===== config.mk =====
export PLATFORM = sky130hd
export DESIGN_NAME = weight_rational_approx_lcm_unit
export DESIGN_NICKNAME = d
export VERILOG_FILES = /design/src/hdl/wral_pkg.sv /design/src/hdl/wral_div.sv /design/src/hdl/wral_core.sv /design/src/hdl/weight_rational_approx_lcm_unit.sv
export VERILOG_INCLUDE_DIRS = /design/src /design/src/hdl
export SDC_FILE = /design/constraint.sdc
export NUM_CORES = 2
export LEC_CHECK = 0
export ABC_AREA = 1
export BUFFER_PORTS_ARGS = -buffer_cell sky130_fd_sc_hd__buf_4
export CAP_MARGIN = 20
export CORE_ASPECT_RATIO = 0.75
export CORE_MARGIN = 4
export CORE_UTILIZATION = 48
export CTS_CLUSTER_DIAMETER = 200
export CTS_CLUSTER_SIZE = 30
export DETAILED_ROUTE_END_ITERATION = 10
export GPL_TIMING_DRIVEN = 0
export PLACE_DENSITY = 0.61
export REMOVE_ABC_BUFFERS = 1
export SLEW_MARGIN = 10
export SYNTH_ARGS = -nofsm -noshare
export SYNTH_HDL_FRONTEND = slang
export SYNTH_SLANG_ARGS = --single-unit
export TNS_END_PERCENT = 1

===== constraint.sdc =====
create_clock -name clk -period 10.53 [get_ports clk]
set_input_delay 1.5795 -clock clk [delete_from_list [all_inputs] [get_ports clk]]
set_output_delay 1.5795 -clock clk [all_outputs]
set_load 0.05 [all_outputs]

===== src/hdl/weight_rational_approx_lcm_unit_defines.svh =====
// Assertion macros shared by the rational approximation unit.
`ifndef WEIGHT_RATIONAL_APPROX_LCM_UNIT_DEFINES_SVH
`define WEIGHT_RATIONAL_APPROX_LCM_UNIT_DEFINES_SVH
`ifndef ASSERT_OFF
`define WRAL_ASSERT(lbl, prop, msg) \
  lbl: assert property (@(posedge clk) disable iff (rst) prop) else $error(msg);
`define WRAL_ASSERT_ALWAYS(lbl, prop, msg) \
  lbl: assert property (@(posedge clk) prop) else $error(msg);
`else
`define WRAL_ASSERT(lbl, prop, msg)
`define WRAL_ASSERT_ALWAYS(lbl, prop, msg)
`endif
`endif


===== src/hdl/wral_pkg.sv =====
// Types and constants of the rational approximation unit.
package wral_pkg;

  localparam int FRAC_BITS = 16;
  localparam int WORD_W    = 32;
  localparam int INT_W     = WORD_W - FRAC_BITS;
  localparam int P_W       = FRAC_BITS + 1;
  localparam int Q_W       = FRAC_BITS;
  localparam int DEN_W     = 10;
  localparam int NUM_W     = 26;
  localparam int H_W       = NUM_W + 1;
  localparam int MUL_A_W   = WORD_W;
  localparam int MUL_B_W   = P_W;
  localparam int PROD_W    = MUL_A_W + MUL_B_W;
  localparam int DSR_W     = Q_W;
  localparam int CNT_W     = 6;
  localparam int TDATA_W   = ((NUM_W + DEN_W + WORD_W + 7) / 8) * 8;
  localparam int PADDR_W   = 3;

  localparam logic [CNT_W-1:0] CNT_CF     = CNT_W'(P_W);
  localparam logic [CNT_W-1:0] CNT_NARROW = CNT_W'(DEN_W);
  localparam logic [CNT_W-1:0] CNT_WIDE   = CNT_W'(WORD_W);

  localparam logic [NUM_W-1:0] NUM_MAX = '1;

  // Register index taken from paddr[2].
  localparam logic REG_MAX_DEN = 1'b0;
  localparam logic [DEN_W-1:0] MAX_DEN_RESET = DEN_W'(100);

  typedef struct packed {
    logic              start;
    logic [WORD_W-1:0] dividend;
    logic [DSR_W-1:0]  divisor;
    logic [CNT_W-1:0]  count;
  } div_req_t;

  typedef struct packed {
    logic              busy;
    logic              done;
    logic [WORD_W-1:0] quot;
    logic [DSR_W-1:0]  rem;
  } div_rsp_t;

  typedef struct packed {
    logic [NUM_W-1:0]  numerator;
    logic [DEN_W-1:0]  denominator;
    logic [WORD_W-1:0] weight_base_out;
    logic              base_overflow;
  } wral_res_t;

endpackage


===== src/hdl/wral_div.sv =====
// Shared restoring divider, one quotient bit per cycle over a left-aligned dividend.
module wral_div
  import wral_pkg::*;
(
  input  logic     clk,
  input  logic     rst,
  input  div_req_t req,
  output div_rsp_t rsp
);

  logic              busy;
  logic              done;
  logic [CNT_W-1:0]  cnt;
  logic [WORD_W-1:0] dvd;
  logic [WORD_W-1:0] quot;
  logic [DSR_W-1:0]  rem;
  logic [DSR_W-1:0]  dsr;
  logic [DSR_W:0]    rem_sh;
  logic [DSR_W+1:0]  diff;
  logic              ge;

  assign rem_sh = {rem, dvd[WORD_W-1]};
  assign diff   = {1'b0, rem_sh} - {2'b00, dsr};
  assign ge     = ~diff[DSR_W+1];

  always_ff @(posedge clk) begin
    if (rst) begin
      busy <= 1'b0;
      done <= 1'b0;
      cnt  <= '0;
    end else begin
      done <= 1'b0;
      if (req.start) begin
        busy <= 1'b1;
        cnt  <= req.count;
      end else if (busy) begin
        cnt <= cnt - CNT_W'(1);
        if (cnt == CNT_W'(1)) begin
          busy <= 1'b0;
          done <= 1'b1;
        end
      end
    end
  end

  always_ff @(posedge clk) begin
    if (req.start) begin
      dvd  <= req.dividend;
      dsr  <= req.divisor;
      rem  <= '0;
      quot <= '0;
    end else if (busy) begin
      dvd  <= {dvd[WORD_W-2:0], 1'b0};
      quot <= {quot[WORD_W-2:0], ge};
      // The shifted remainder stays below twice the divisor, so one subtract settles it.
      rem  <= ge ? diff[DSR_W-1:0] : rem_sh[DSR_W-1:0];
    end
  end

  assign rsp.busy = busy;
  assign rsp.done = done;
  assign rsp.quot = quot;
  assign rsp.rem  = rem;

endmodule


===== src/hdl/wral_core.sv =====
// Sequencer for the continued-fraction expansion and the LCM update of the weight base.
`include "weight_rational_approx_lcm_unit_defines.svh"
module wral_core
  import wral_pkg::*;
(
  input  logic              clk,
  input  logic              rst,
  input  logic              in_valid,
  output logic              in_ready,
  input  logic [WORD_W-1:0] weight,
  input  logic [DEN_W-1:0]  lim,
  output logic              res_valid,
  input  logic              res_ready,
  output wral_res_t         res
);

  localparam logic [4:0] S_IDLE    = 5'd0;
  localparam logic [4:0] S_CF_DIV  = 5'd1;
  localparam logic [4:0] S_CF_WAIT = 5'd2;
  localparam logic [4:0] S_CF_MULK = 5'd3;
  localparam logic [4:0] S_CF_CHK  = 5'd4;
  localparam logic [4:0] S_CF_MULH = 5'd5;
  localparam logic [4:0] S_CF_UPD  = 5'd6;
  localparam logic [4:0] S_BASE    = 5'd7;
  localparam logic [4:0] S_G_WIDE  = 5'd8;
  localparam logic [4:0] S_G_WWAIT = 5'd9;
  localparam logic [4:0] S_G_TEST  = 5'd10;
  localparam logic [4:0] S_G_NWAIT = 5'd11;
  localparam logic [4:0] S_L_DIV   = 5'd12;
  localparam logic [4:0] S_L_WAIT  = 5'd13;
  localparam logic [4:0] S_L_MUL   = 5'd14;
  localparam logic [4:0] S_L_CHK   = 5'd15;
  localparam logic [4:0] S_DONE    = 5'd16;

  logic [4:0]         state;
  logic [P_W-1:0]     p;
  logic [Q_W-1:0]     q;
  logic [H_W-1:0]     h1;
  logic [H_W-1:0]     h0;
  logic [DEN_W-1:0]   k1;
  logic [DEN_W-1:0]   k0;
  logic [DEN_W-1:0]   kt;
  logic [DEN_W-1:0]   ga;
  logic [DEN_W-1:0]   gb;
  logic [WORD_W-1:0]  weight_base;
  logic               ovf;
  logic [PROD_W-1:0]  prod;
  logic [MUL_A_W-1:0] mul_a;
  logic [MUL_B_W-1:0] mul_b;
  logic [PROD_W-1:0]  mul_out;
  logic [PROD_W-1:0]  kt_full;
  logic               lcm_wide;
  logic               div_waiting;
  logic               ovf_hold;
  div_req_t           div_req;
  div_rsp_t           div_rsp;

  wral_div u_div (
    .clk (clk),
    .rst (rst),
    .req (div_req),
    .rsp (div_rsp)
  );

  always_comb begin
    div_req.start    = 1'b0;
    div_req.dividend = {p, {(WORD_W - P_W){1'b0}}};
    div_req.divisor  = q;
    div_req.count    = CNT_CF;
    unique case (state)
      S_CF_DIV: begin
        div_req.start = 1'b1;
      end
      S_G_WIDE: begin
        div_req.start    = 1'b1;
        div_req.dividend = weight_base;
        div_req.divisor  = {{(DSR_W - DEN_W){1'b0}}, k1};
        div_req.count    = CNT_WIDE;
      end
      S_G_TEST: begin
        div_req.start    = (gb != '0);
        div_req.dividend = {ga, {(WORD_W - DEN_W){1'b0}}};
        div_req.divisor  = {{(DSR_W - DEN_W){1'b0}}, gb};
        div_req.count    = CNT_NARROW;
      end
      S_L_DIV: begin
        div_req.start    = 1'b1;
        div_req.dividend = weight_base;
        div_req.divisor  = {{(DSR_W - DEN_W){1'b0}}, ga};
        div_req.count    = CNT_WIDE;
      end
      default: begin
      end
    endcase
  end

  // One multiplier serves the two convergent updates and the LCM product.
  always_comb begin
    unique case (state)
      S_CF_MULH: begin
        mul_a = {{(MUL_A_W - H_W){1'b0}}, h1};
        mul_b = div_rsp.quot[MUL_B_W-1:0];
      end
      S_L_MUL: begin
        mul_a = div_rsp.quot;
        mul_b = {{(MUL_B_W - DEN_W){1'b0}}, k1};
      end
      default: begin
        mul_a = {{(MUL_A_W - DEN_W){1'b0}}, k1};
        mul_b = div_rsp.quot[MUL_B_W-1:0];
      end
    endcase
  end

  assign mul_out  = mul_a * mul_b;
  assign kt_full  = prod + {{(PROD_W - DEN_W){1'b0}}, k0};
  assign lcm_wide = (prod[PROD_W-1:WORD_W] != '0);

  always_ff @(posedge clk) begin
    if (state == S_CF_MULK || state == S_CF_MULH || state == S_L_MUL) begin
      prod <= mul_out;
    end
  end

  always_ff @(posedge clk) begin
    if (rst) begin
      state       <= S_IDLE;
      weight_base <= WORD_W'(1);
      ovf         <= 1'b0;
    end else begin
      unique case (state)
        S_IDLE: begin
          if (in_valid) begin
            // The first term always fits: integer part over one.
            h1  <= {{(H_W - INT_W){1'b0}}, weight[WORD_W-1:FRAC_BITS]};
            h0  <= H_W'(1);
            k1  <= DEN_W'(1);
            k0  <= '0;
            p   <= P_W'(1) << FRAC_BITS;
            q   <= weight[Q_W-1:0];
            ovf <= 1'b0;
            state <= (weight[Q_W-1:0] == '0) ? S_BASE : S_CF_DIV;
          end
        end
        S_CF_DIV: begin
          state <= S_CF_WAIT;
        end
        S_CF_WAIT: begin
          if (div_rsp.done) begin
            state <= S_CF_MULK;
          end
        end
        S_CF_MULK: begin
          state <= S_CF_CHK;
        end
        S_CF_CHK: begin
          kt <= kt_full[DEN_W-1:0];
          state <= (kt_full > {{(PROD_W - DEN_W){1'b0}}, lim}) ? S_BASE : S_CF_MULH;
        end
        S_CF_MULH: begin
          state <= S_CF_UPD;
        end
        S_CF_UPD: begin
          h0 <= h1;
          h1 <= prod[H_W-1:0] + h0;
          k0 <= k1;
          k1 <= kt;
          p  <= {1'b0, q};
          q  <= div_rsp.rem;
          state <= (div_rsp.rem == '0) ? S_BASE : S_CF_DIV;
        end
        S_BASE: begin
          state <= ({{(WORD_W - DEN_W){1'b0}}, k1} == weight_base) ? S_DONE : S_G_WIDE;
        end
        S_G_WIDE: begin
          state <= S_G_WWAIT;
        end
        S_G_WWAIT: begin
          if (div_rsp.done) begin
            ga <= k1;
            gb <= div_rsp.rem[DEN_W-1:0];
            state <= S_G_TEST;
          end
        end
        S_G_TEST: begin
          state <= (gb == '0) ? S_L_DIV : S_G_NWAIT;
        end
        S_G_NWAIT: begin
          if (div_rsp.done) begin
            ga <= gb;
            gb <= div_rsp.rem[DEN_W-1:0];
            state <= S_G_TEST;
          end
        end
        S_L_DIV: begin
          state <= S_L_WAIT;
        end
        S_L_WAIT: begin
          if (div_rsp.done) begin
            state <= S_L_MUL;
          end
        end
        S_L_MUL: begin
          state <= S_L_CHK;
        end
        S_L_CHK: begin
          if (lcm_wide) begin
            ovf <= 1'b1;
          end else begin
            weight_base <= prod[WORD_W-1:0];
          end
          state <= S_DONE;
        end
        S_DONE: begin
          if (res_ready) begin
            state <= S_IDLE;
          end
        end
        default: begin
          state <= S_IDLE;
        end
      endcase
    end
  end

  assign in_ready  = (state == S_IDLE);
  assign res_valid = (state == S_DONE);

  assign res.numerator       = (h1 > {1'b0, NUM_MAX}) ? NUM_MAX : h1[NUM_W-1:0];
  assign res.denominator     = k1;
  assign res.weight_base_out = weight_base;
  assign res.base_overflow   = ovf;

  assign div_waiting = (state == S_CF_WAIT) || (state == S_G_WWAIT) ||
                       (state == S_G_NWAIT) || (state == S_L_WAIT);
  assign ovf_hold    = (state == S_L_CHK) && lcm_wide;

  `WRAL_ASSERT(a_idle_div_quiet, in_ready |-> !div_rsp.busy, "divider busy while idle")
  `WRAL_ASSERT(a_den_in_range, res_valid |-> (k1 != '0 && k1 <= lim), "denominator out of range")
  `WRAL_ASSERT(a_base_nonzero, weight_base != '0, "weight base became zero")
  `WRAL_ASSERT(a_ovf_holds_base, ovf_hold |=> $stable(weight_base), "base changed on overflow")
  `WRAL_ASSERT(a_done_expected, div_rsp.done |-> div_waiting, "divider result with no waiter")

endmodule


===== src/hdl/weight_rational_approx_lcm_unit.sv =====
// Top level: configuration port, sequencer and output register of the rational approximation unit.
//
//   Channel   Direction  Handshake                  Payload
//   s_axis    in         s_tvalid / s_tready        s_tdata[31:0] weight_q16
//   m_axis    out        m_tvalid / m_tready        m_tdata numerator, denominator, base; m_tuser
//   apb       in         psel, penable, pwrite      paddr[2] register, pwdata[9:0] max_denominator
//
// Per item the sequencer takes the integer part, then per further continued-fraction term one
// divider pass and the convergent multiplies, and for a new base a wide GCD division, narrow GCD
// steps, the LCM division and the product, all on the shared divider and multiplier.
// Reset (rst, synchronous) sets max_denominator to 100 and the weight base to 1.
// s_tready is high only while the sequencer is idle; a finished result waits in the output
// register, and a new item is taken while it waits.
module weight_rational_approx_lcm_unit
  import wral_pkg::*;
(
  input  logic               clk,
  input  logic               rst,
  input  logic               s_tvalid,
  output logic               s_tready,
  input  logic [WORD_W-1:0]  s_tdata,   // [31:0] weight_q16
  output logic               m_tvalid,
  input  logic               m_tready,
  output logic [TDATA_W-1:0] m_tdata,   // [25:0] numerator, [35:26] denominator,
                                        // [67:36] weight_base_out, [71:68] zero
  output logic               m_tuser,   // [0] base_overflow
  input  logic               psel,
  input  logic               penable,
  input  logic               pwrite,
  input  logic [PADDR_W-1:0] paddr,
  input  logic [31:0]        pwdata,
  output logic [31:0]        prdata,
  output logic               pready
);

  logic [DEN_W-1:0] max_denominator;
  logic [DEN_W-1:0] lim;
  logic             res_valid;
  logic             res_ready;
  wral_res_t        res;

  assign pready = 1'b1;

  always_ff @(posedge clk) begin
    if (rst) begin
      max_denominator <= MAX_DEN_RESET;
    end else if (psel && penable && pwrite && pready && paddr[2] == REG_MAX_DEN) begin
      max_denominator <= pwdata[DEN_W-1:0];
    end
  end

  assign prdata = (paddr[2] == REG_MAX_DEN) ? {{(32 - DEN_W){1'b0}}, max_denominator} : '0;

  // A zero limit acts as one.
  assign lim = (max_denominator == '0) ? DEN_W'(1) : max_denominator;

  wral_core u_core (
    .clk       (clk),
    .rst       (rst),
    .in_valid  (s_tvalid),
    .in_ready  (s_tready),
    .weight    (s_tdata),
    .lim       (lim),
    .res_valid (res_valid),
    .res_ready (res_ready),
    .res       (res)
  );

  assign res_ready = !m_tvalid || m_tready;

  always_ff @(posedge clk) begin
    if (rst) begin
      m_tvalid <= 1'b0;
    end else if (res_ready) begin
      m_tvalid <= res_valid;
    end
  end

  always_ff @(posedge clk) begin
    if (res_valid && res_ready) begin
      m_tdata <= {{(TDATA_W - NUM_W - DEN_W - WORD_W){1'b0}},
                  res.weight_base_out, res.denominator, res.numerator};
      m_tuser <= res.base_overflow;
    end
  end

endmodule


# After elaboration in Yosys (flattened, before gate mapping)
# Cells that the tools add are included.
dict set report totals {
  regBits 408
  latch_bits 0
  mem_bits_rw 0
  romBits 0
  in_bits 74
  out_inout_bits 108
  wordCells 136
  memories 0
}
dict set report classes {
  add_sub_neg 4
  mul 1
  div_mod_pow 0
  magnitude_cmp 2
  n_eq_ne 26
  shifts 0
  mux 44
  bitwise 5
  n_reduce_logical 29
}
# cell count
set ops {}
lappend ops {{$pmux W54 S3} 1}
lappend ops {{$pmux W27 S2} 2}
lappend ops {{$pmux W5 S16} 1}
lappend ops {{$mux W32} 2}
lappend ops {{$pmux W32 S2} 1}
lappend ops {{$mux W10} 6}
lappend ops {{$pmux W10 S2} 3}
lappend ops {{$mux W27} 2}
lappend ops {{$add A49 B10 Y49} 1}
lappend ops {{$gt A49 B10 Y1} 1}
lappend ops {{$mul A32 B17 Y49} 1}
lappend ops {{$eq A5 B4 Y1 const B} 8}
lappend ops {{$mux W17} 2}
lappend ops {{$pmux W17 S2} 1}
lappend ops {{$eq A10 B32 Y1} 1}
lappend ops {{$logic_not A16 Y1} 2}
lappend ops {{$mux W16} 2}
lappend ops {{$pmux W16 S2} 1}
lappend ops {{$mux W5} 6}
lappend ops {{$add A27 B27 Y27} 1}
lappend ops {{$gt A27 B26 Y1 const B} 1}
lappend ops {{$eq A5 B3 Y1 const B} 4}
lappend ops {{$logic_not A10 Y1} 2}
lappend ops {{$sub A17 B16 Y18} 1}
lappend ops {{26 further kinds} 58}

# Logic depth before layout (Yosys ltp)
dict set report logic_depth {
  depth_word 5
  mapped_depth 37
  mapped_depth_nobuf 36
}

# By module
# Synthesis repeated with hierarchy kept, for this count alone.
dict set report hier_totals {
  hier_cells 4676
  hier_area_um2 38535.7
}
# module n_inst cells_per_inst area_each_um2 seq_area_each_um2
set by_module_without_submodules {}
lappend by_module_without_submodules {wral_core 1 3843 30555.6 6346.1}
lappend by_module_without_submodules {wral_div 1 629 5072.4 2562.5}
lappend by_module_without_submodules {weight_rational_approx_lcm_unit 1 204 2907.8 2292.2}

# Worst setup path after synthesis
# OpenSTA, ideal clock, no wires.
dict set report synth_timing {
  path_kind {input to register}
  start {input rst}
  end {register u_core.h0[0] (enable)}
  arrival_time_ns 9.060
  slack_ns 0.767
  stages 2
  path_buffers 1
  path_cell_list {clkbuf_1 -> nor3_1}
}
dict set report synth_via {
  elab_chain_len 2
}
# element line
set synth_lines {}
lappend synth_lines {{from (decl)} weight_rational_approx_lcm_unit.sv:18} ;# input logic rst,
lappend synth_lines {{$not A1 Y1 (no line)} --}
lappend synth_lines {{$reduce_and A3 Y1 (no line)} --}
lappend synth_lines {{to (signal assigned)} wral_core.sv:136} ;# h0 <= H_W'(1);
lappend synth_lines {{to (signal assigned)} wral_core.sv:164} ;# h0 <= h1;
lappend synth_lines {{to (decl)} wral_core.sv:39} ;# logic [H_W-1:0] h0;
# Every way passes these cells.
# A chain may end at the register's enable or synchronous reset.

# Worst setup path in the final report
dict set report layout_timing {
  start {register u_core.state[4]}
  end {register u_core.prod[43] (data pin)}
}
dict set report layout_via {
  elab_chain_len 3
}
# element line
set layout_lines {}
lappend layout_lines {{from (decl)} wral_core.sv:35} ;# logic [4:0] state;
lappend layout_lines {{from (signal assigned)} wral_core.sv:142} ;# state <= (weight[Q_W-1:0] == '0) ? S_BASE : S_CF_DIV;
lappend layout_lines {{from (signal assigned)} wral_core.sv:158} ;# state <= (kt_full > {{(PROD_W - DEN_W){1'b0}}, lim}) ? S_BASE : S_CF_MULH;
lappend layout_lines {{from (signal assigned)} wral_core.sv:170} ;# state <= (div_rsp.rem == '0) ? S_BASE : S_CF_DIV;
lappend layout_lines {{$eq A5 B4 Y1 or $eq A5 B3 Y1 (tied branches)} wral_core.sv:99} ;# unique case (state)
lappend layout_lines {{$pmux W32 S2 or $mux W17 (tied branches)} wral_core.sv:99}
lappend layout_lines {{$mul A32 B17 Y49 (*)} wral_core.sv:115} ;# assign mul_out = mul_a * mul_b;
lappend layout_lines {{net u_core.mul_out[43]} wral_core.sv:50} ;# logic [PROD_W-1:0] mul_out;
lappend layout_lines {{to (signal assigned)} wral_core.sv:121} ;# prod <= mul_out;
lappend layout_lines {{to (decl)} wral_core.sv:47} ;# logic [PROD_W-1:0] prod;
# Mark *: on every way through the listed nets, which the timed path passes. The rest lies on a longest branch.

==> run metrics <==
status=finished clean; WS Path Type=flip-flop to flip-flop; core area=77300 µm²; Iter 0 DRT Violations=2647; antenna diode count=0; TritonCTS clock tree=done; startpoint types=flip-flop; crit path DAT=9.53 ns; starting density of the core=48.7%; yosys warns=0; cell mode on critical path=fa_1; Vias=29795; GR Util All Layers=26.9%; most common flop cell mapped by yosys=edfxtp_1; worst setup margin=1.32 ns; max_cap viols=0; Final period util=87.5%; Num CTS Buffers=17; DR pass1 iterations=6; initial antenna violation count=2; vias in the first global route=28461; Post-Synthesis Cells=4424; dpl hpwl=91600 µm; syn avg cell area=8.51 µm²; # hold bufs at CTS=0; synthesis-stage register bit count=408; Routed WL=112000 µm; Fmax achieved=109 MHz; routability cong.=0.975; minimum clock period=9.21 ns; CTS Root Cell=clkbuf_16; Final #Nets=5244; CP Max Fanout=24; share of layout cells above drive strength 1=7.00%; final setup fails=0; Die Width=331 µm; actual slew at the worst max-slew pin=1.13 ns; I/O pin count=182; Layout area overhead=7.92%; Setup crit end kind=flip-flop; gr ovfl total=0; RSZ-0062 raised after global routing=no; Total Die Area=83000 µm²; fin util=52.5%; post-synthesis sequential area ratio=29.8%; clock-pin slew on the worst setup and hold paths=0.12 ns; drt drc=0; CP max-delay cell=inv_1; relative slew slack=24.3%; WP data required=10.85 ns; Leak Pwr=19.1 nW; global-route wire length before repair=173000 µm; mean routed wirelength per cell=20.1 µm; final clock skew=0.0231 ns; Via density=5.34; clock latency on the worst-skew pair=0.57 ns; die height=250 µm; placed inst area=40100 µm²; largest net degree at the start of global routing=68; FFs w/ async S/R, synth=0%; HP Class=flip-flop to flip-flop; CTS resizes=0; power per cell area=137 nW/µm²; pre-CTS WS=1.44 ns; Post-DRT Antenna Nets=0; max incr delay on CP=0.83 ns; clk sink count=408; Peak supply drop=0.140 mV; mapped cell area=37600 µm²; max-slew violations=0; EDFF count, synth=303; cell row count=88; Setup Buffers After CTS=0; Final Instance Area=40600 µm²; PortBufs=130; Max clock buf depth=3; Hold Fails Final Rpt=0; synth unique cells=64; H-tree depth=1
==> worst paths after layout <==
path	startpoint	to	slack (ns)	cells past startpoint
worst max-delay path	u_core.state[4]	u_core.prod[43]	1.32	28
worst min-delay path	u_core.weight_base[13]	m_tdata[49]	0.48	0
worst max register to register	u_core.state[4]	u_core.prod[43]	1.32	28
worst min register to register	u_core.weight_base[13]	m_tdata[49]	0.48	0
==> cell usage in the layout (no fill, tap or decap), types with 14 or more instances in the layout <==
cell type,Yosys,final
buf_4,29,146
nor2_1,461,453
clkbuf_16,0,17
a21oi_1,180,173
xnor2_1,34,34
dfxtp_1,105,105
a21oi_2,7,14
o22ai_1,45,45
edfxtp_1,303,303
inv_1,1004,1003
o21ai_0,163,162
o21ai_2,25,26
conb_1,2,62
nor4_1,26,25
nand3_1,88,88
nand2_1,844,842
o211ai_1,23,23
nor3_1,30,27
nand4_1,42,42
xor2_1,47,47
nor2_2,11,18
fa_1,452,452
nand2_2,13,15
inv_2,16,14
ha_1,187,187
a31oi_1,32,32
a221oi_1,14,14
==> per-layer routing <==
layer	track usage, %	share of wire, %	wire [µm]	vias up
li1	-	-	-	13866
met1	41.6	46	52000	14542
met2	37.9	40	45100	1275
met3	7.57	12	13000	110
met4	4.30	1.8	2020	2
met5	0	0.012	13	-
==> area by class of cell <==
class                   count  area [µm²]
clock inverters             2        25.0
clock buffers              27         463
inverters                1024        3850
repair buffers            173        1530
fillers                  7378       36700
multi-input cells        2907       22200
flip-flops and latches    408       11200
well taps                1035        1290
==> logic make-up after synthesis <==
| logic type | after synthesis | synth area share, % |
|---|---|---|
| compound gates | 566 | 8.89 |
| buf+inv | 1169 | 12.1 |
| simple gates | 1559 | 17.1 |
| xor+xnor | 81 | 1.89 |
| fa+ha+maj | 639 | 30.3 |
| other cells | 2 | 0.0200 |
| flops | 408 | 29.8 |
==> power breakdown <==
part,total (mW),switching (mW),internal (mW),leakage [nW]
clock network,0.839,0.525,0.315,0.233
registers,2.36,0.244,2.12,3.67
logic,2.35,1.63,0.722,15.2
total,5.55,2.40,3.15,19.1
==> Yosys cell counts (42+ instances only) <==
library cell / number / share of area [%]
o21ai_0: 163 / 2.2
a21oi_1: 180 / 2.4
fa_1: 452 / 24
nand3_1: 88 / 1.2
xor2_1: 47 / 1.1
clkbuf_1: 69 / 0.69
ha_1: 187 / 6.2
nand2_1: 844 / 8.4
edfxtp_1: 303 / 24
buf_2: 44 / 0.59
nor2_1: 461 / 4.6
inv_1: 1004 / 10
dfxtp_1: 105 / 5.6
o22ai_1: 45 / 0.75
nand4_1: 42 / 0.70
==> worst max-delay path: cells and delay by family (launching register included) <==
kind                       cells  cell delay, ns
adders and majority gates      7            3.35
DFF                            1            0.50
and+or+nand+nor                7            1.41
AOI/OAI and AO/OA              7            1.77
buffers and inverters          6            1.76
xor gates and xnor gates       1            0.15
==> flip-flops by register name, indices dropped and copies added, names as in the netlist, 16 cells and up <==
signal / count
u_core.h1: 27
u_core.u_div.rem: 16
u_core.weight_base: 32
u_core.h0: 27
u_core.u_div.quot: 32
u_core.u_div.dsr: 16
m_tdata: 68
u_core.q: 16
u_core.u_div.dvd: 32
u_core.p: 17
u_core.prod: 49
==> per-stage QoR <==
| stage | instances | hold slack (ns) | power [mW] | setup TNS, ns |
|---|---|---|---|---|
| 6_report | 5576 | 0.476 | 5.55 | 0 |
| 5_1_grt | 5576 | 0.493 | 5.90 | 0 |
| 4_1_cts | 5574 | 0.474 | 5.50 | 0 |
| 3_5_place_dp | 5545 | 0.446 | 4.67 | 0 |
| 3_3_place_gp | 5504 | 0.442 | 4.65 | -738.54 |
| 2_1_floorplan | 4339 | 0.408 | 3.83 | 0 |
Power figures use the tool's default switching activity.
